==> config.mk <==
export PLATFORM = sky130hd
export DESIGN_NAME = serial_frame_deframer_flat
export DESIGN_NICKNAME = d
export VERILOG_FILES = /design/src/design/sfd_pkg.sv /design/src/design/sfd_in_if.sv /design/src/design/sfd_out_if.sv /design/src/design/sfd_front.sv /design/src/design/sfd_queue.sv /design/src/design/sfd_back.sv /design/src/design/serial_frame_deframer.sv /design/src/flat_wrapper.sv
export VERILOG_INCLUDE_DIRS = /design/src /design/src/design
export SDC_FILE = /design/constraint.sdc
export NUM_CORES = 1
export LEC_CHECK = 0
export ABC_AREA = 1
export BUFFER_PORTS_ARGS = -buffer_cell sky130_fd_sc_hd__buf_2
export CAP_MARGIN = 20
export CORE_UTILIZATION = 39
export DETAILED_ROUTE_END_ITERATION = 7
export GPL_TIMING_DRIVEN = 1
export HOLD_SLACK_MARGIN = 0.02
export SLEW_MARGIN = 5
export SYNTH_ARGS = -nofsm -noshare
export SYNTH_HDL_FRONTEND = slang
export SYNTH_SLANG_ARGS = --single-unit
==> constraint.sdc <==
create_clock -name i_clk -period 9.3 [get_ports i_clk]
set_clock_uncertainty 0.05 [all_clocks]
set_input_delay 2.325 -clock i_clk [delete_from_list [all_inputs] [get_ports i_clk]]
set_output_delay 2.325 -clock i_clk [all_outputs]
set_load 0.03 [all_outputs]
==> src/design/assert_macros.svh <==
// assertion helpers shared by sfd_front and sfd_queue
`ifndef ASSERT_MACROS_SVH
`define ASSERT_MACROS_SVH

// property checked on every clock edge outside reset
`define SFD_ASSERT(label, prop, msg) \
    label: assert property (@(posedge i_clk) disable iff (!i_rst_n) (prop)) \
        else $error(msg);

// expression that must never be true outside reset
`define SFD_NEVER(label, expr, msg) \
    label: assert property (@(posedge i_clk) disable iff (!i_rst_n) !(expr)) \
        else $error(msg);

`endif

==> src/design/sfd_pkg.sv <==
package sfd_pkg;

    // configuration register indexes
    localparam int CfgIdxW = 2;
    localparam logic [CfgIdxW-1:0] CFG_HEADER_BYTE = 2'd0;
    localparam logic [CfgIdxW-1:0] CFG_MAX_PAYLOAD = 2'd1;

    // register reset values
    localparam logic [7:0] HEADER_BYTE_RST = 8'd165;
    localparam logic [7:0] MAX_PAYLOAD_RST = 8'd200;

    // header window and length quirk
    localparam int HdrBytes = 8;
    localparam int FillW    = $clog2(HdrBytes);
    localparam logic [7:0]  QUIRK_ID_LO  = 8'h20;
    localparam logic [7:0]  QUIRK_ID_HI  = 8'h00;
    localparam logic [15:0] QUIRK_LEN    = 16'd22;
    localparam logic [7:0]  QUIRK_USELEN = 8'd20;

    // result kinds
    localparam logic KIND_PAYLOAD = 1'b0;
    localparam logic KIND_END     = 1'b1;

    // queue between front and back
    localparam int QDepth = 2;
    localparam int QPtrW  = $clog2(QDepth);
    localparam int QCntW  = $clog2(QDepth + 1);

    // compact result record: val is {index, data} for a payload beat, crc for frame end
    typedef struct packed {
        logic        kind;
        logic [15:0] msg_id;
        logic [7:0]  len;
        logic [15:0] val;
    } t_rec;

    typedef struct packed {
        logic full;
        logic empty;
    } t_q_stat;

endpackage

==> src/design/sfd_in_if.sv <==
interface sfd_in_if;
    logic       valid;
    logic       ready;
    logic [7:0] rx_byte;

    modport source (output valid, output rx_byte, input ready);
    modport sink   (input valid, input rx_byte, output ready);
endinterface

==> src/design/sfd_out_if.sv <==
interface sfd_out_if;
    logic        valid;
    logic        ready;
    logic        kind;
    logic [15:0] msg_id;
    logic [7:0]  data_byte;
    logic [7:0]  byte_index;
    logic [7:0]  frame_len;
    logic [15:0] frame_crc;

    modport source (output valid, output kind, output msg_id, output data_byte,
                    output byte_index, output frame_len, output frame_crc, input ready);
    modport sink   (input valid, input kind, input msg_id, input data_byte,
                    input byte_index, input frame_len, input frame_crc, output ready);
endinterface

==> src/design/sfd_front.sv <==
`include "assert_macros.svh"

module sfd_front (
    input  logic                         i_clk,
    input  logic                         i_rst_n,
    sfd_in_if.sink                       i_rx,
    input  logic                         i_cfg_we,
    input  logic [sfd_pkg::CfgIdxW-1:0]  i_cfg_idx,
    input  logic [7:0]                   i_cfg_data,
    input  sfd_pkg::t_q_stat             i_q_stat,
    output logic                         o_push,
    output sfd_pkg::t_rec                o_rec
);
    import sfd_pkg::*;

    logic [7:0]       r_hdr_byte, r_max_len;
    logic [7:0]       r_win [HdrBytes];
    logic [7:0]       n_win [HdrBytes];
    logic [FillW-1:0] r_fill, n_fill;
    logic             r_in_frame, n_in_frame;
    logic             r_crc_phase, n_crc_phase;
    logic [7:0]       r_left, n_left;
    logic [7:0]       r_pos, n_pos;
    logic [15:0]      r_id, n_id;
    logic [7:0]       r_len, n_len;
    logic [7:0]       r_crc_lo, n_crc_lo;

    logic             accept;
    logic [7:0]       b;
    logic [7:0]       full_win [HdrBytes];
    logic [15:0]      hdr_len;
    logic             hdr_ok;

    assign i_rx.ready = !i_q_stat.full;
    assign accept     = i_rx.valid && !i_q_stat.full;
    assign b          = i_rx.rx_byte;

    // configuration registers
    always_ff @(posedge i_clk) begin
        if (!i_rst_n) begin
            r_hdr_byte <= HEADER_BYTE_RST;
            r_max_len  <= MAX_PAYLOAD_RST;
        end else if (i_cfg_we) begin
            case (i_cfg_idx)
                CFG_HEADER_BYTE: r_hdr_byte <= i_cfg_data;
                CFG_MAX_PAYLOAD: r_max_len  <= i_cfg_data;
                default: ;
            endcase
        end
    end

    // header check on the window completed by this beat
    always_comb begin
        for (int i = 0; i < HdrBytes - 1; i++) begin
            full_win[i] = r_win[i];
        end
        full_win[HdrBytes-1] = b;
        hdr_len = {full_win[2], full_win[1]};
        if (full_win[4] == QUIRK_ID_LO && full_win[5] == QUIRK_ID_HI
                && hdr_len == QUIRK_LEN) begin
            hdr_len = {8'd0, QUIRK_USELEN};
        end
        hdr_ok = (full_win[0] == r_hdr_byte) && (hdr_len <= {8'd0, r_max_len});
    end

    // window fill, frame tracking and result classification
    always_comb begin
        n_win       = r_win;
        n_fill      = r_fill;
        n_in_frame  = r_in_frame;
        n_crc_phase = r_crc_phase;
        n_left      = r_left;
        n_pos       = r_pos;
        n_id        = r_id;
        n_len       = r_len;
        n_crc_lo    = r_crc_lo;
        o_push      = 1'b0;
        o_rec       = '{kind: KIND_PAYLOAD, msg_id: r_id, len: r_len, val: {r_pos, b}};
        if (accept) begin
            if (r_in_frame) begin
                if (r_left != 8'd0) begin
                    o_push = 1'b1;
                    n_pos  = r_pos + 8'd1;
                    n_left = r_left - 8'd1;
                end else if (!r_crc_phase) begin
                    n_crc_lo    = b;
                    n_crc_phase = 1'b1;
                end else begin
                    o_push       = 1'b1;
                    o_rec.kind   = KIND_END;
                    o_rec.val    = {b, r_crc_lo};
                    n_in_frame   = 1'b0;
                    n_crc_phase  = 1'b0;
                    n_fill       = '0;
                end
            end else if (r_fill != FillW'(HdrBytes - 1)) begin
                n_win[r_fill] = b;
                n_fill        = r_fill + FillW'(1);
            end else if (hdr_ok) begin
                n_id        = {full_win[5], full_win[4]};
                n_len       = hdr_len[7:0];
                n_left      = hdr_len[7:0];
                n_pos       = 8'd0;
                n_crc_lo    = 8'd0;
                n_crc_phase = 1'b0;
                n_fill      = '0;
                n_in_frame  = 1'b1;
            end else begin
                // resync: drop the oldest byte
                for (int i = 0; i < HdrBytes - 1; i++) begin
                    n_win[i] = full_win[i+1];
                end
                n_win[HdrBytes-1] = 8'd0;
                n_fill = FillW'(HdrBytes - 1);
            end
        end
    end

    // state registers
    always_ff @(posedge i_clk) begin
        if (!i_rst_n) begin
            r_fill      <= '0;
            r_in_frame  <= 1'b0;
            r_crc_phase <= 1'b0;
            r_left      <= 8'd0;
            r_pos       <= 8'd0;
        end else begin
            r_fill      <= n_fill;
            r_in_frame  <= n_in_frame;
            r_crc_phase <= n_crc_phase;
            r_left      <= n_left;
            r_pos       <= n_pos;
        end
    end

    // frame payload registers
    always_ff @(posedge i_clk) begin
        r_win    <= n_win;
        r_id     <= n_id;
        r_len    <= n_len;
        r_crc_lo <= n_crc_lo;
    end

    `SFD_ASSERT(a_pos_left_sum, r_in_frame |-> (r_pos + r_left) == r_len, "payload count mismatch")
    `SFD_ASSERT(a_push_in_frame, o_push |-> r_in_frame && accept, "result outside frame")
    `SFD_NEVER(a_crc_early, r_crc_phase && r_left != 8'd0, "crc phase with payload due")

endmodule

==> src/design/sfd_queue.sv <==
`include "assert_macros.svh"

module sfd_queue (
    input  logic              i_clk,
    input  logic              i_rst_n,
    input  logic              i_push,
    input  sfd_pkg::t_rec     i_rec,
    input  logic              i_pop,
    output sfd_pkg::t_rec     o_rec,
    output sfd_pkg::t_q_stat  o_stat
);
    import sfd_pkg::*;

    t_rec             r_mem [QDepth];
    logic [QPtrW-1:0] r_wr_ptr, r_rd_ptr;
    logic [QCntW-1:0] r_cnt;
    logic             do_push, do_pop;

    assign o_stat.full  = (r_cnt == QCntW'(QDepth));
    assign o_stat.empty = (r_cnt == '0);
    assign do_push      = i_push && !o_stat.full;
    assign do_pop       = i_pop && !o_stat.empty;
    assign o_rec        = r_mem[r_rd_ptr];

    // pointers and fill count
    always_ff @(posedge i_clk) begin
        if (!i_rst_n) begin
            r_wr_ptr <= '0;
            r_rd_ptr <= '0;
            r_cnt    <= '0;
        end else begin
            if (do_push) begin
                r_wr_ptr <= (r_wr_ptr == QPtrW'(QDepth - 1)) ? '0 : r_wr_ptr + QPtrW'(1);
            end
            if (do_pop) begin
                r_rd_ptr <= (r_rd_ptr == QPtrW'(QDepth - 1)) ? '0 : r_rd_ptr + QPtrW'(1);
            end
            case ({do_push, do_pop})
                2'b10:   r_cnt <= r_cnt + QCntW'(1);
                2'b01:   r_cnt <= r_cnt - QCntW'(1);
                default: ;
            endcase
        end
    end

    // entry storage
    always_ff @(posedge i_clk) begin
        if (do_push) begin
            r_mem[r_wr_ptr] <= i_rec;
        end
    end

    `SFD_NEVER(a_push_full, i_push && o_stat.full, "push into full queue")
    `SFD_NEVER(a_pop_empty, i_pop && o_stat.empty, "pop from empty queue")

endmodule

==> src/design/sfd_back.sv <==
module sfd_back (
    input  logic              i_clk,
    input  logic              i_rst_n,
    input  sfd_pkg::t_rec     i_rec,
    input  sfd_pkg::t_q_stat  i_q_stat,
    output logic              o_pop,
    sfd_out_if.source         o_res
);
    import sfd_pkg::*;

    logic        r_valid;
    logic        r_kind;
    logic [15:0] r_id;
    logic [7:0]  r_data, r_index, r_len;
    logic [15:0] r_crc;

    // load the output register when it is empty or its beat is taken
    assign o_pop = !i_q_stat.empty && (!r_valid || o_res.ready);

    always_ff @(posedge i_clk) begin
        if (!i_rst_n) begin
            r_valid <= 1'b0;
        end else if (o_pop) begin
            r_valid <= 1'b1;
        end else if (o_res.ready) begin
            r_valid <= 1'b0;
        end
    end

    // expand the compact record into the result fields
    always_ff @(posedge i_clk) begin
        if (o_pop) begin
            r_kind <= i_rec.kind;
            r_id   <= i_rec.msg_id;
            r_len  <= i_rec.len;
            if (i_rec.kind == KIND_END) begin
                r_data  <= 8'd0;
                r_index <= 8'd0;
                r_crc   <= i_rec.val;
            end else begin
                r_data  <= i_rec.val[7:0];
                r_index <= i_rec.val[15:8];
                r_crc   <= 16'd0;
            end
        end
    end

    assign o_res.valid      = r_valid;
    assign o_res.kind       = r_kind;
    assign o_res.msg_id     = r_id;
    assign o_res.data_byte  = r_data;
    assign o_res.byte_index = r_index;
    assign o_res.frame_len  = r_len;
    assign o_res.frame_crc  = r_crc;

endmodule

==> src/design/serial_frame_deframer.sv <==
// channel | dir | payload                                          | handshake
// i_rx    | in  | rx_byte                                          | valid/ready
// o_res   | out | kind msg_id data_byte byte_index frame_len crc   | valid/ready
// i_cfg   | in  | i_cfg_idx i_cfg_data                             | i_cfg_we
//
// one byte per cycle in while the queue has room, one result per cycle out
// while o_res is ready; a result passes front decision, queue, output register
// a two-entry queue parts the byte side from the result side, so a stalled
// output holds bytes back only once the queue is full
// synchronous active-low reset; registers return to header 165, limit 200
module serial_frame_deframer (
    input  logic                         i_clk,
    input  logic                         i_rst_n,
    sfd_in_if.sink                       i_rx,
    sfd_out_if.source                    o_res,
    input  logic                         i_cfg_we,
    input  logic [sfd_pkg::CfgIdxW-1:0]  i_cfg_idx,
    input  logic [7:0]                   i_cfg_data
);
    import sfd_pkg::*;

    logic    push, pop;
    t_rec    front_rec, q_rec;
    t_q_stat q_stat;

    // byte classification and frame tracking
    sfd_front u_front (
        .i_clk      (i_clk),
        .i_rst_n    (i_rst_n),
        .i_rx       (i_rx),
        .i_cfg_we   (i_cfg_we),
        .i_cfg_idx  (i_cfg_idx),
        .i_cfg_data (i_cfg_data),
        .i_q_stat   (q_stat),
        .o_push     (push),
        .o_rec      (front_rec)
    );

    // result queue
    sfd_queue u_queue (
        .i_clk   (i_clk),
        .i_rst_n (i_rst_n),
        .i_push  (push),
        .i_rec   (front_rec),
        .i_pop   (pop),
        .o_rec   (q_rec),
        .o_stat  (q_stat)
    );

    // output formatting and register
    sfd_back u_back (
        .i_clk    (i_clk),
        .i_rst_n  (i_rst_n),
        .i_rec    (q_rec),
        .i_q_stat (q_stat),
        .o_pop    (pop),
        .o_res    (o_res)
    );

endmodule

==> src/flat_wrapper.sv <==
// flat-port wrapper written by rule: the top's interface ports become plain ports
module serial_frame_deframer_flat import sfd_pkg::*;
  (i_clk, i_rst_n, i_cfg_we, i_cfg_idx, i_cfg_data, i_rx_valid, i_rx_rx_byte, i_rx_ready, o_res_valid, o_res_kind, o_res_msg_id, o_res_data_byte, o_res_byte_index, o_res_frame_len, o_res_frame_crc, o_res_ready);
  sfd_in_if i_rx_i ();
  sfd_out_if o_res_i ();
  input  logic i_clk;
  input  logic i_rst_n;
  input  logic i_cfg_we;
  input  logic [sfd_pkg::CfgIdxW-1:0] i_cfg_idx;
  input  logic [7:0] i_cfg_data;
  input wire logic [$bits(i_rx_i.valid)-1:0] i_rx_valid;
  input wire logic [$bits(i_rx_i.rx_byte)-1:0] i_rx_rx_byte;
  output wire logic [$bits(i_rx_i.ready)-1:0] i_rx_ready;
  output wire logic [$bits(o_res_i.valid)-1:0] o_res_valid;
  output wire logic [$bits(o_res_i.kind)-1:0] o_res_kind;
  output wire logic [$bits(o_res_i.msg_id)-1:0] o_res_msg_id;
  output wire logic [$bits(o_res_i.data_byte)-1:0] o_res_data_byte;
  output wire logic [$bits(o_res_i.byte_index)-1:0] o_res_byte_index;
  output wire logic [$bits(o_res_i.frame_len)-1:0] o_res_frame_len;
  output wire logic [$bits(o_res_i.frame_crc)-1:0] o_res_frame_crc;
  input wire logic [$bits(o_res_i.ready)-1:0] o_res_ready;
  assign i_rx_i.valid = i_rx_valid;
  assign i_rx_i.rx_byte = i_rx_rx_byte;
  assign i_rx_ready = i_rx_i.ready;
  assign o_res_valid = o_res_i.valid;
  assign o_res_kind = o_res_i.kind;
  assign o_res_msg_id = o_res_i.msg_id;
  assign o_res_data_byte = o_res_i.data_byte;
  assign o_res_byte_index = o_res_i.byte_index;
  assign o_res_frame_len = o_res_i.frame_len;
  assign o_res_frame_crc = o_res_i.frame_crc;
  assign o_res_i.ready = o_res_ready;
  serial_frame_deframer u_core (.i_clk(i_clk), .i_rst_n(i_rst_n), .i_rx(i_rx_i), .o_res(o_res_i), .i_cfg_we(i_cfg_we), .i_cfg_idx(i_cfg_idx), .i_cfg_data(i_cfg_data));
endmodule
Word level (Yosys, flattened, before mapping) --
Memories as Yosys holds them, arrays and structs flattened. A register that Yosys moved wholly into a read port is not among the register bits. Index checks and enable logic that the tools add are counted.
Cells by class: $add $sub $neg 7, $lt $le $gt $ge 3, eq/ne operators 14, multiplexer cells 51, bitwise operators 3, reduce and logical (&&, ||, !) cells 27
Operator list (count):
- $mux 64 | 2
- $mux 8 | 12
- $mux 16 | 5
- $bwmux 64 | 1
- $demux 8 s3 | 1
- $mux 1 | 24
- $eq 16x5->1 const B | 1
- $le 16x8->1 | 1
- $mux 3 | 5
- $reduce_and 4->1 | 3
- $add 8x1->8 const B | 1
- $eq 8x6->1 const B | 1
- $eq 8x8->1 | 1
- $logic_and 1x1->1 | 8
- $logic_not 8->1 | 1
- $reduce_bool 8->1 | 1
- $sub 8x1->8 const B | 1
- $ne 2x1->1 const B | 3
- $ne 2x2->1 const B | 3
- $reduce_and 3->1 | 2
- $reduce_bool 2->1 | 3
- $reduce_and 5->1 | 1
- $eq 2x1->1 const B | 2
- $eq 2x2->1 const B | 2
- other kinds (14) | 20
Storage, ports and cells: flip-flop bits (word level) 195, bits in writable memories 82, input port bits 23, output and inout bits 59, memories 1
Memory list:
- u_core.u_queue.r_mem | words 2, bits a word 41, rd ports 1, clocked after memory_dff 1, wr ports 1, RTL line sfd_queue.sv:14 | t_rec r_mem [QDepth];

Depth between registers and ports, before layout --
Gate-level depths: netlist (run 1).
depth in word-level cells 9, depth in mapped cells 22, mapped depth without buffers 22

Modules after synthesis --
Synthesis (run 1) repeated with hierarchy kept, for this count alone.
Unflattened totals: cell total of the unflattened synthesis 961, area total of the unflattened synthesis 11334.6 um^2
By module, submodules not included:
- sfd_front | instances 1, cells each 663, area each 5896.9 um^2, sequential area each 3383.2 um^2
- sfd_queue | instances 1, cells each 168, area each 3414.5 um^2, sequential area each 2562.5 um^2
- sfd_back | instances 1, cells each 130, area each 2023.2 um^2, sequential area each 1731.7 um^2

Worst setup path after synthesis (run 1) --
OpenSTA, ideal clock, no wires.
path kind input port to flip-flop, start in o_res_ready, end reg u_core.u_queue.r_cnt[1], data arrival time 6.366 ns, required time 9.128 ns, setup slack 2.762 ns, cell stages on the path 7, cell sequence nor2_1 a21oi_1 ha_1 a21oi_1 o21ai_0 o21ai_0 a21oi_1
Between the ends: cells in the longest elaborated chain, start to end 5, elaborated cells on any way between the ends 7
Ends and longest elaborated chain:
- start: declaration | RTL line flat_wrapper.sv:21 | input wire logic [$bits(o_res_i.ready)-1:0] o_res_ready;
- $logic_or 1x1->1 * | RTL line sfd_back.sv:18 | assign o_pop = !i_q_stat.empty && (!r_valid || o_res.ready);
- $logic_and 1x1->1 * | RTL line sfd_back.sv:18
- net u_core.pop | RTL line serial_frame_deframer.sv:22 | logic push, pop;
- $logic_and 1x1->1 * | RTL line sfd_queue.sv:22 | assign do_pop = i_pop && !o_stat.empty;
- $eq 2x1->1 / $eq 2x2->1 (equally long branches) | RTL line sfd_queue.sv:38 | case ({do_push, do_pop})
- $pmux 2 s2 / $reduce_bool 2->1 (equally long branches)
- end signal: assignment | RTL line sfd_queue.sv:39 | 2'b10: r_cnt <= r_cnt + QCntW'(1);
- end signal: assignment | RTL line sfd_queue.sv:40 | 2'b01: r_cnt <= r_cnt - QCntW'(1);
- end: declaration | RTL line sfd_queue.sv:16 | logic [QCntW-1:0] r_cnt;
Mark *: on every way through the listed nets, which the timed path passes. The rest lies on a longest branch. A chain may end at the register's enable or synchronous reset.

==> flow_summary.json, run 1 <==
{
  "viasPerCell": 4.83,
  "initial_core_util_pct": 40.0,
  "synth_top_family_by_area": "simple AND/OR/NAND/NOR gates",
  "timing.fmax_ghz": 0.244,
  "cts_resized": 0,
  "mostFrequentLayoutCells": "227 x edfxtp_1, 147 x nand2_1, 98 x nor2_1",
  "cts-htree-levels": 1,
  "ys_seq_area_share_pct": 70.9,
  "multi_input_area_sq_um": 2730,
  "numCtsBuffers": 29,
  "clk_latency_ns": 0.53,
  "synth_compound_area_share_pct": 7.34,
  "cp.arrival_ns": 4.32,
  "synthMuxAreaShare_pct": 4.17,
  "path_max_fanout": 24,
  "synthCells": 888,
  "grt_usage_pct": 15.3,
  "gp_congestion": 0.838,
  "die_w_um": 169,
  "crit_path_end_kind": "register",
  "relSlewSlack_pct": 34.1,
  "netlist_area_sq_um": 10800,
  "final_common_cell": "edfxtp_1",
  "drive_above_1_share_pct": 18.0,
  "n_fill_cell": 2427,
  "period_minus_slack_ns": 4.09,
  "hp-class": "reg -> reg",
  "p_per_area_nw_per_um2": 270,
  "cp.required_ns": 9.53,
  "grt_pass1_vias": 6444,
  "synth_nets": 924,
  "syn_to_final_growth_pct": 16.3,
  "holdPathStages": 0,
  "ff2ff_path_depth": 20,
  "clkTransAtPathRegs_ns": 0.06,
  "cts_tree": "done",
  "synth_simple_gate_area_share_pct": 11.5,
  "drt_iter0_drc": 521,
  "peakVddDrop_v": 0.000293,
  "cellLeakagePower_nw": 4.67,
  "setup_viol": 0,
  "slowest_stage": "nor2_2",
  "slew_viol_final": 0,
  "syn_avg_cell_area_sq_um": 12.2,
  "worstSetupPathType": "in -> reg",
  "rows": 60,
  "synth_top_cell_area_share_pct": 62.9,
  "dpl.hpwl_mm": 14.0,
  "fin_crit_sh_pct": 44.0,
  "grt_max_degree": 62,
  "diodes": 0,
  "worst_pin_slew_ns": 0.987,
  "grt_pass1_wl_mm": 34.3,
  "cts_setup_buffers": 0,
  "drt-pass1-iter-count": 5,
  "rsz0062_at_grt": "no",
  "final_antenna_net_count": 0,
  "routed_wl_mm": 21.5,
  "fin_util_pct": 46.5,
  "hold_viol": 0,
  "regArea_sq_um": 7680,
  "r2r_slack_ns": 5.52,
  "ys_top_cells_by_area": "edfxtp_1 63%, dfxtp_1 7.9%, nand2_1 5.1%",
  "overflow": 0,
  "hold_start": "u_core.u_front.r_id[11]",
  "drc_errors": 0,
  "routedWlPerCell_um": 15.7,
  "io_pins": 82,
  "path_cells": "buf_2, nand2_2, inv_1, nand4_1, nor2_2, mux2_2",
  "crit_path_max_incr_delay_ns": 0.85,
  "cts_buffer_depth": 3,
  "die-area_sq_um": 28400,
  "max-cap-violations": 0,
  "cts_hold_buf": 0,
  "final_nets": 1009,
  "clock-root-buffer": "clkbuf_16",
  "yosys.cell_types.count": 40,
  "antenna_found_initial": 0,
  "fp.dieH_um": 169,
  "synth_largest_area_cell": "edfxtp_1",
  "min_to": "u_core.u_queue.r_mem[1][35]",
  "ys_ff_latch": 270,
  "startpoint_type": "primary input",
  "io_buffers": 81,
  "num_vias": 6608,
  "synth_fa_ha_area_share_pct": 1.50,
  "status": "finished, final reports clean",
  "fin_setup_tns_ns": 0,
  "ys_warn_count": 0,
  "cts_sinks": 270,
  "worstReg2RegEnd": "u_core.u_front.full_win[23]",
  "reg2reg_from": "u_core.u_front.full_win[42]",
  "fp.coreArea_sq_um": 27100,
  "synthXorXnorAreaFrac_pct": 0.485
}
## flip-flops by register name, summed over array words and instances (netlist names), 16 cells and up, named ones only
name,count
u_core.u_queue.r_mem,82
u_core.u_back.o_res.frame_crc,16
u_core.u_back.o_res.msg_id,16
u_core.u_front.r_id,16
u_core.u_front.full_win,56
## area by class of cell
type	count	share of cell area (%)
flip-flops and latches	270	60.9
multi-input cells	503	21.7
repair buffers	87	3.55
clock inverters	13	1.31
inverters	82	2.44
well taps	372	3.69
clock buffers	40	6.40
## metrics by stage
stage | hold slack [ns] | cell area (sq um) | instances | power [W] | setup slack, ns
floorplan | 0.371 | 10800 | 888 | 0.00208 | 2.76
global placement | 0.372 | 11600 | 1313 | 0.00227 | 4.71
detailed placement | 0.380 | 11600 | 1313 | 0.00228 | 4.69
CTS | 0.395 | 12600 | 1366 | 0.00344 | 5.24
global route | 0.409 | 12600 | 1367 | 0.00354 | 5.06
finish | 0.394 | 12600 | 1367 | 0.00340 | 5.21
## synthesized netlist by cell type
master	count
a21o_1	1
a21oi_1	44
a21oi_4	1
a22oi_1	1
a31oi_1	4
and2_1	1
buf_1	2
buf_2	4
buf_4	2
buf_6	1
clkbuf_1	24
clkinv_1	2
dfxtp_1	43
edfxtp_1	227
ha_1	13
inv_1	76
inv_2	4
mux2_2	25
mux2i_1	17
nand2_1	147
nand2_2	3
nand2_4	3
nand3_1	17
nand3b_1	1
nand4_1	8
nand4_4	1
nor2_1	100
nor2_2	1
nor2_4	1
nor3_1	5
nor3_2	1
nor3b_1	2
o211ai_1	5
o21ai_0	64
o21ai_1	9
o21ai_2	1
o22ai_1	16
o31ai_1	1
or2_2	4
xor2_1	6
## power by group
group / switching [W] / leakage, nW / internal (W)
Combinational: 0.000501 / 1.74 / 0.000181
Sequential: 0.0000445 / 2.46 / 0.00151
Clock: 0.000448 / 0.475 / 0.000713
Total: 0.000993 / 4.67 / 0.00241
## kinds of logic after synthesis
group	Yosys count
xor+xnor	6
fa+ha+maj	13
flops	270
buf+inv	115
compound gates	147
simple gates	295
mux	42
## how the worst max path moves through the flow
stage                      startpoint  slack [ns]                          end
after global routing       i_rx_valid        5.06  u_core.u_queue.r_mem[0][11]
after floorplan           o_res_ready        2.76      u_core.u_queue.r_cnt[1]
final                      i_rx_valid        5.21  u_core.u_queue.r_mem[1][11]
after CTS                  i_rx_valid        5.24  u_core.u_queue.r_mem[1][11]
after detailed placement   i_rx_valid        4.69  u_core.u_queue.r_mem[0][11]
after global placement     i_rx_valid        4.71  u_core.u_queue.r_mem[0][11]
## routing by layer
metal | global-route usage [%] | wire, um | vias up
met5 | 0 | 0 | -
met4 | 3.64 | 356 | 0
met3 | 2.36 | 1040 | 32
met2 | 26.1 | 10300 | 151
met1 | 20.5 | 9820 | 3155
li1 | - | - | 3270
## critical path: cells and delay by family
kind | cells | cell delay, ns
simple gates | 3 | 1.36
buf+inv | 2 | 0.21
mux | 1 | 0.42
Power figures use the tool's default switching activity.
==> run 2: changes to the inputs <==
clock period = 3.5 ns   (was 9.3 ns; I/O delays follow)
==> run 2 against run 1 <==
Effect of this change: global-route usage rose by 0.19 points; hold slack worse by 0.0012 ns; critical endpoint is now u_core.u_front.full_win[15]; critical path type is now reg -> reg; combinational power grew to 2.7 times the previous value; cell area decreased by 0.24%; sequential power grew to 2.7 times the previous value; flip-flop and latch count unchanged; total power rose to 2.5 times the previous value.
==> flow_summary.json, run 2 (synthesized netlist as in run 1, its figures left out) <==
{
  "period_minus_slack_ns": 3.19,
  "path_delay_family": "simple AND/OR/NAND/NOR gates",
  "drt-pass1-iter-count": 5,
  "setup_viol": 0,
  "mostFrequentLayoutCells": "227 x edfxtp_1, 146 x nand2_1, 98 x nor2_1",
  "clk_latency_ns": 0.53,
  "hold_viol": 0,
  "crit_start": "u_core.u_front.full_win[47]",
  "slowest_stage": "edfxtp_1",
  "relSlewSlack_pct": 51.2,
  "cts-htree-levels": 1,
  "overflow": 0,
  "startpoint_type": "register",
  "final_common_cell": "edfxtp_1",
  "cp.required_ns": 3.69,
  "path_cells": "nor2_1, nand2_1, nor2_1, inv_1, nor2_1, nand3b_1, and2_1, ha_1, nand2_1, nand2_1, nand2_1, nand2_1, nand2_1, nand2_1, nand2_1, nand2_1, nand2_4, nand2_1, nand2_2, nor3_1, buf_4",
  "gp_congestion": 0.837,
  "clkTransAtPathRegs_ns": 0.06,
  "clock-root-buffer": "clkbuf_16",
  "numCtsBuffers": 28,
  "fp.coreArea_sq_um": 27100,
  "viasPerCell": 4.81,
  "whs_ns": 0.392,
  "dpl.hpwl_mm": 14.3,
  "rows": 60,
  "grt_max_degree": 62,
  "die_w_um": 169,
  "io_pins": 82,
  "holdPathStages": 0,
  "fin_ws_ns": 0.308,
  "num_vias": 6627,
  "reg2reg_from": "u_core.u_front.full_win[47]",
  "hold_start": "u_core.u_front.r_id[10]",
  "p_per_area_nw_per_um2": 685,
  "rsz0062_at_grt": "no",
  "syn_to_final_growth_pct": 16.1,
  "r2r_slack_ns": 0.31,
  "grt_usage_pct": 15.5,
  "io_buffers": 81,
  "drive_above_1_share_pct": 18.5,
  "slew_viol_final": 0,
  "final_antenna_net_count": 0,
  "path_max_fanout": 10,
  "critPathBufInv": 2,
  "cellLeakagePower_nw": 4.67,
  "worst_pin_slew_ns": 0.727,
  "cts_buffer_depth": 3,
  "crit_path_end_kind": "register",
  "max-cap-violations": 0,
  "antenna_found_initial": 0,
  "final_nets": 1024,
  "dpl_cell_area_sq_um": 11800,
  "worstReg2RegEnd": "u_core.u_front.full_win[15]",
  "fin_cells": 1377,
  "drc_errors": 0,
  "crit_path_max_incr_delay_ns": 0.41,
  "largest_reg_flops": 82,
  "routedWlPerCell_um": 15.7,
  "routed_wl_mm": 21.6,
  "fp.dieH_um": 169,
  "hp-class": "reg -> reg",
  "drt_iter0_drc": 470,
  "dp_cells": 1330,
  "die-area_sq_um": 28400,
  "diodes": 0,
  "fin_crit_sh_pct": 91.2,
  "grt_pass1_wl_mm": 34.7,
  "ff2ff_path_depth": 21,
  "cts_tree": "done",
  "top_register": "u_core.u_queue.r_mem",
  "stdcell_area_sq_um": 12600,
  "place_ws_ns": 0.239,
  "crit_top_cell": "nand2_1",
  "cp.arrival_ns": 3.39,
  "cts_sinks": 270,
  "worstSetupPathType": "reg -> reg",
  "cts_hold_buf": 0,
  "timing.fmax_ghz": 0.313,
  "peakVddDrop_v": 0.000516,
  "min_to": "u_core.u_queue.r_mem[0][34]",
  "status": "finished, final reports clean",
  "grt_pass1_vias": 6387,
  "power_w": 0.00861,
  "initial_core_util_pct": 40.0
}
==> run 2: cell types whose count changed in the layout (fill, tap and decap cells not counted), sizes merged <==
cell and delta:
buf +16, clkbuf -8, clkinv +6, bufinv -4
==> run 2: timing repair <==
action	4_1_cts	5_1_grt
buffers inserted	0	0
endpoints found under the setup margin	0	8
gates resized for setup	0	1
==> run 2: final cells by class <==
| class | instances | area, sq um |
|---|---|---|
| fill | 2433 | 14500 |
| sequential | 270 | 7680 |
| multi-input combinational | 503 | 2730 |
| clock buffer | 32 | 737 |
| timing repair buffer | 103 | 583 |
| tap | 372 | 465 |
| inverter | 82 | 308 |
| clock inverter | 15 | 67.6 |
==> run 2: worst reg2reg max path, cell delays in order (launching register included) <==
cell	delay [ns]
edfxtp_1	0.41
nor2_1	0.12
nand2_1	0.06
nor2_1	0.17
inv_1	0.06
nor2_1	0.12
nand3b_1	0.13
and2_1	0.19
ha_1	0.30
nand2_1	0.06
nand2_1	0.05
nand2_1	0.05
nand2_1	0.05
nand2_1	0.04
nand2_1	0.05
nand2_1	0.04
nand2_1	0.15
nand2_4	0.13
nand2_1	0.14
nand2_2	0.16
nor3_1	0.18
buf_4	0.19
==> run 2: per-layer routing <==
| layer | up-vias | share of wire [%] | global-route usage [%] |
|---|---|---|---|
| li1 | 3298 | - | - |
| met3 | 34 | 4.3 | 2.27 |
| met4 | 0 | 2.3 | 5.34 |
| met2 | 165 | 46 | 24.7 |
| met1 | 3130 | 48 | 21.7 |
| met5 | - | 0 | 0 |
==> run 2: worst max-delay path by stage <==
stage | to | slack, ns | cells after the start
floorplan | u_core.u_queue.r_mem[0][0] | -0.05 | 4
global placement | u_core.u_front.full_win[13] | 0.36 | 20
detailed placement | u_core.u_front.full_win[11] | 0.24 | 19
CTS | u_core.u_front.full_win[15] | 0.22 | 19
global route | u_core.u_front.full_win[15] | 0.06 | 21
finish | u_core.u_front.full_win[15] | 0.31 | 21
==> run 2: through the flow <==
step           utilization (%)  setup TNS (ns)
3_3_place_gp              43.4               0
6_report                  46.4               0
4_1_cts                   46.4               0
5_1_grt                   46.4               0
3_5_place_dp              43.4               0
2_1_floorplan                -           -3.83
==> run 2: where the power goes <==
part | switching (W) | total, W | internal [W]
Clock | 0.00114 | 0.00263 | 0.00148
Combinational | 0.00132 | 0.00184 | 0.000522
Sequential | 0.000126 | 0.00414 | 0.00401
Total | 0.00259 | 0.00861 | 0.00602
==> run 3: changes to the inputs <==
SYNTH_HIERARCHICAL = 1   (was not set)
==> run 3 against run 2 <==
Effect of this change: cell area is 4.2% higher; die area is 4.6% higher; non-clock buffer count stayed put; synthesized cell count is 8.2% higher; via count is 4.1% higher; utilization is 0.62 points lower; cell count is 6.4% higher; largest cell class unchanged; fmax is 0.24% higher; sequential power is 15% lower; clock-buffer cell count is 2 higher; area after synthesis is 4.6% higher; global-route usage is 0.77 points lower.
==> flow_summary.json, run 3 <==
{
  "peakVddDrop_v": 0.000397,
  "final_common_cell": "edfxtp_1",
  "syn_to_final_growth_pct": 15.6,
  "largest_reg_flops": 82,
  "stdcell_area_sq_um": 13100,
  "cts_buffer_depth": 3,
  "cts_tree": "done",
  "fin_setup_tns_ns": 0,
  "drt_iter0_drc": 546,
  "gp_congestion": 0.867,
  "synth_top_cell_area_share_pct": 60.1,
  "die_w_um": 172,
  "final_nets": 1095,
  "rows": 62,
  "final_antenna_net_count": 0,
  "synth_compound_area_share_pct": 6.36,
  "synth_top_family_by_area": "simple AND/OR/NAND/NOR gates",
  "antenna_found_initial": 0,
  "cts_resized": 0,
  "synth_edf_count": 227,
  "clock-root-buffer": "clkbuf_16",
  "dp_cells": 1413,
  "dpl.hpwl_mm": 14.6,
  "grt_usage_pct": 14.7,
  "cts_setup_buffers": 0,
  "ys_warn_count": 6,
  "drive_above_1_share_pct": 19.3,
  "reg2reg_from": "u_core/u_front/full_win[48]",
  "synth_largest_area_cell": "edfxtp_1",
  "ys_top_cells_by_area": "edfxtp_1 60%, dfxtp_1 7.6%, mux2_4 5.3%",
  "startpoint_type": "register",
  "ys_seq_area_share_pct": 67.7,
  "drt-pass1-iter-count": 5,
  "initial_core_util_pct": 39.6,
  "netlist_top_cells_count": "227 x edfxtp_1, 146 x nand2_1, 125 x inv_1",
  "overflow": 0,
  "clk_latency_ns": 0.54,
  "crit_start": "u_core/u_front/full_win[48]",
  "path_max_fanout": 9,
  "status": "finished, final reports clean",
  "timing.fmax_ghz": 0.314,
  "crit_path_end_kind": "register",
  "setup_viol": 0,
  "viasPerCell": 4.71,
  "synth_simple_gate_area_share_pct": 12.0,
  "clkTransAtPathRegs_ns": 0.06,
  "synth_fa_ha_area_share_pct": 1.44,
  "grt_pass1_wl_mm": 33.9,
  "cp.arrival_ns": 3.37,
  "synthArstFlopShare_pct": 0,
  "routedWlPerCell_um": 14.8,
  "io_buffers": 81,
  "netlist_area_sq_um": 11300,
  "regArea_sq_um": 7680,
  "synth_nets": 997,
  "num_vias": 6897,
  "hp-class": "reg -> reg",
  "fp.coreArea_sq_um": 28600,
  "r2r_slack_ns": 0.32,
  "slew_viol_final": 0,
  "relSlewSlack_pct": 45.9,
  "synthMuxAreaShare_pct": 5.50,
  "syn_avg_cell_area_sq_um": 11.8,
  "cts-htree-levels": 1,
  "numCtsBuffers": 28,
  "worstSetupPathType": "reg -> reg",
  "yosysMostFrequentCell": "edfxtp_1",
  "fin_cells": 1465,
  "cp.required_ns": 3.68,
  "fp.dieH_um": 172,
  "worst_pin_slew_ns": 0.807,
  "period_minus_slack_ns": 3.18,
  "die-area_sq_um": 29700,
  "mostFrequentLayoutCells": "227 x edfxtp_1, 145 x nand2_1, 125 x inv_1",
  "grt_max_degree": 59,
  "max-cap-violations": 0,
  "drc_errors": 0,
  "ys_ff_latch": 270,
  "cts_hold_buf": 0,
  "cts_sinks": 270,
  "fin_crit_sh_pct": 91.0,
  "yosys.cell_types.count": 35,
  "multi_input_area_sq_um": 2970,
  "diodes": 0,
  "cellLeakagePower_nw": 5.29,
  "synthXorXnorAreaFrac_pct": 0.618,
  "n_fill_cell": 2605,
  "io_pins": 82,
  "dpl_cell_area_sq_um": 12200,
  "top_register": "u_core/u_queue/r_mem",
  "synthCells": 961,
  "grt_pass1_vias": 6404,
  "p_per_area_nw_per_um2": 499,
  "synth_flop_cell": "edfxtp_1",
  "hold_start": "u_core/u_front/r_id[13]",
  "routed_wl_mm": 21.6,
  "hold_viol": 0,
  "rsz0062_at_grt": "no"
}
[run 3: cell types whose count changed after synthesis, sizes merged, moves of 7 or more]
cell and delta:
mux2 +17, nor3 +8, inv +49, mux2i -17, buf +7, nor2 +28
nand3 +7, o21ai -17, a21oi +12
[run 3: cell families after synthesis]
family	Yosys count
xor gates and xnor gates	8
DFF	270
and+or+nand+nor	327
AOI/OAI and AO/OA	136
muxes	42
buffers and inverters	165
adders and majority gates	13
[run 3: final cells by class]
type                            instances  share of cell area, %
Clock buffer                           34                   5.68
Clock inverter                         18                   1.01
Inverter                              130                   3.72
Multi-Input combinational cell        526                   22.7
Sequential cell                       270                   58.6
Tap cell                              384                   3.67
Timing Repair Buffer                  103                   4.64
[run 3: path summary, 6_finish.rpt]
path | endpoint | cells after the start
max | u_core/u_front/full_win[14] | 18
min | u_core/u_queue/r_mem[1][37] | 0
max reg2reg | u_core/u_front/full_win[14] | 18
min reg2reg | u_core/u_queue/r_mem[1][37] | 0
[run 3: critical path: stages, from the launching register on]
cell and delay [ns]:
edfxtp_1 0.46, nor2_1 0.23, nand4_1 0.17, nor3_4 0.21
a31oi_1 0.17, ha_1 0.33, nand2_1 0.05, nand2_1 0.05
nand2_1 0.05, nand2_1 0.05, nand2_1 0.05, nand2_1 0.07
nand2_1 0.09, nand2_2 0.10, nand2_4 0.09, nand2_1 0.14
nand2_2 0.14, nor3_1 0.16, buf_4 0.20
[run 3: layer usage]
| layer | wire, um | GRT usage, % |
|---|---|---|
| met3 | 1260 | 2.63 |
| met5 | 0 | 0 |
| met4 | 499 | 4.62 |
| met2 | 9900 | 23.8 |
| met1 | 9980 | 20.1 |
[run 3: where the power goes]
| part | total, W | switching, W | internal, W |
|---|---|---|---|
| registers | 0.00351 | 0.0000237 | 0.00349 |
| clock network | 0.00283 | 0.00118 | 0.00165 |
| logic | 0.000200 | 0.000138 | 0.0000620 |
| total | 0.00654 | 0.00134 | 0.00520 |
[run 3: metrics by stage]
step | utilization, % | total power [W] | worst slack (ns) | hold WS (ns)
floorplan | - | 0.00370 | 0.306 | 0.371
global placement | 42.7 | 0.00378 | 0.228 | 0.373
detailed placement | 42.7 | 0.00378 | 0.143 | 0.384
CTS | 45.7 | 0.00661 | 0.133 | 0.396
global route | 45.8 | 0.00678 | 0.0371 | 0.413
finish | 45.8 | 0.00654 | 0.316 | 0.396
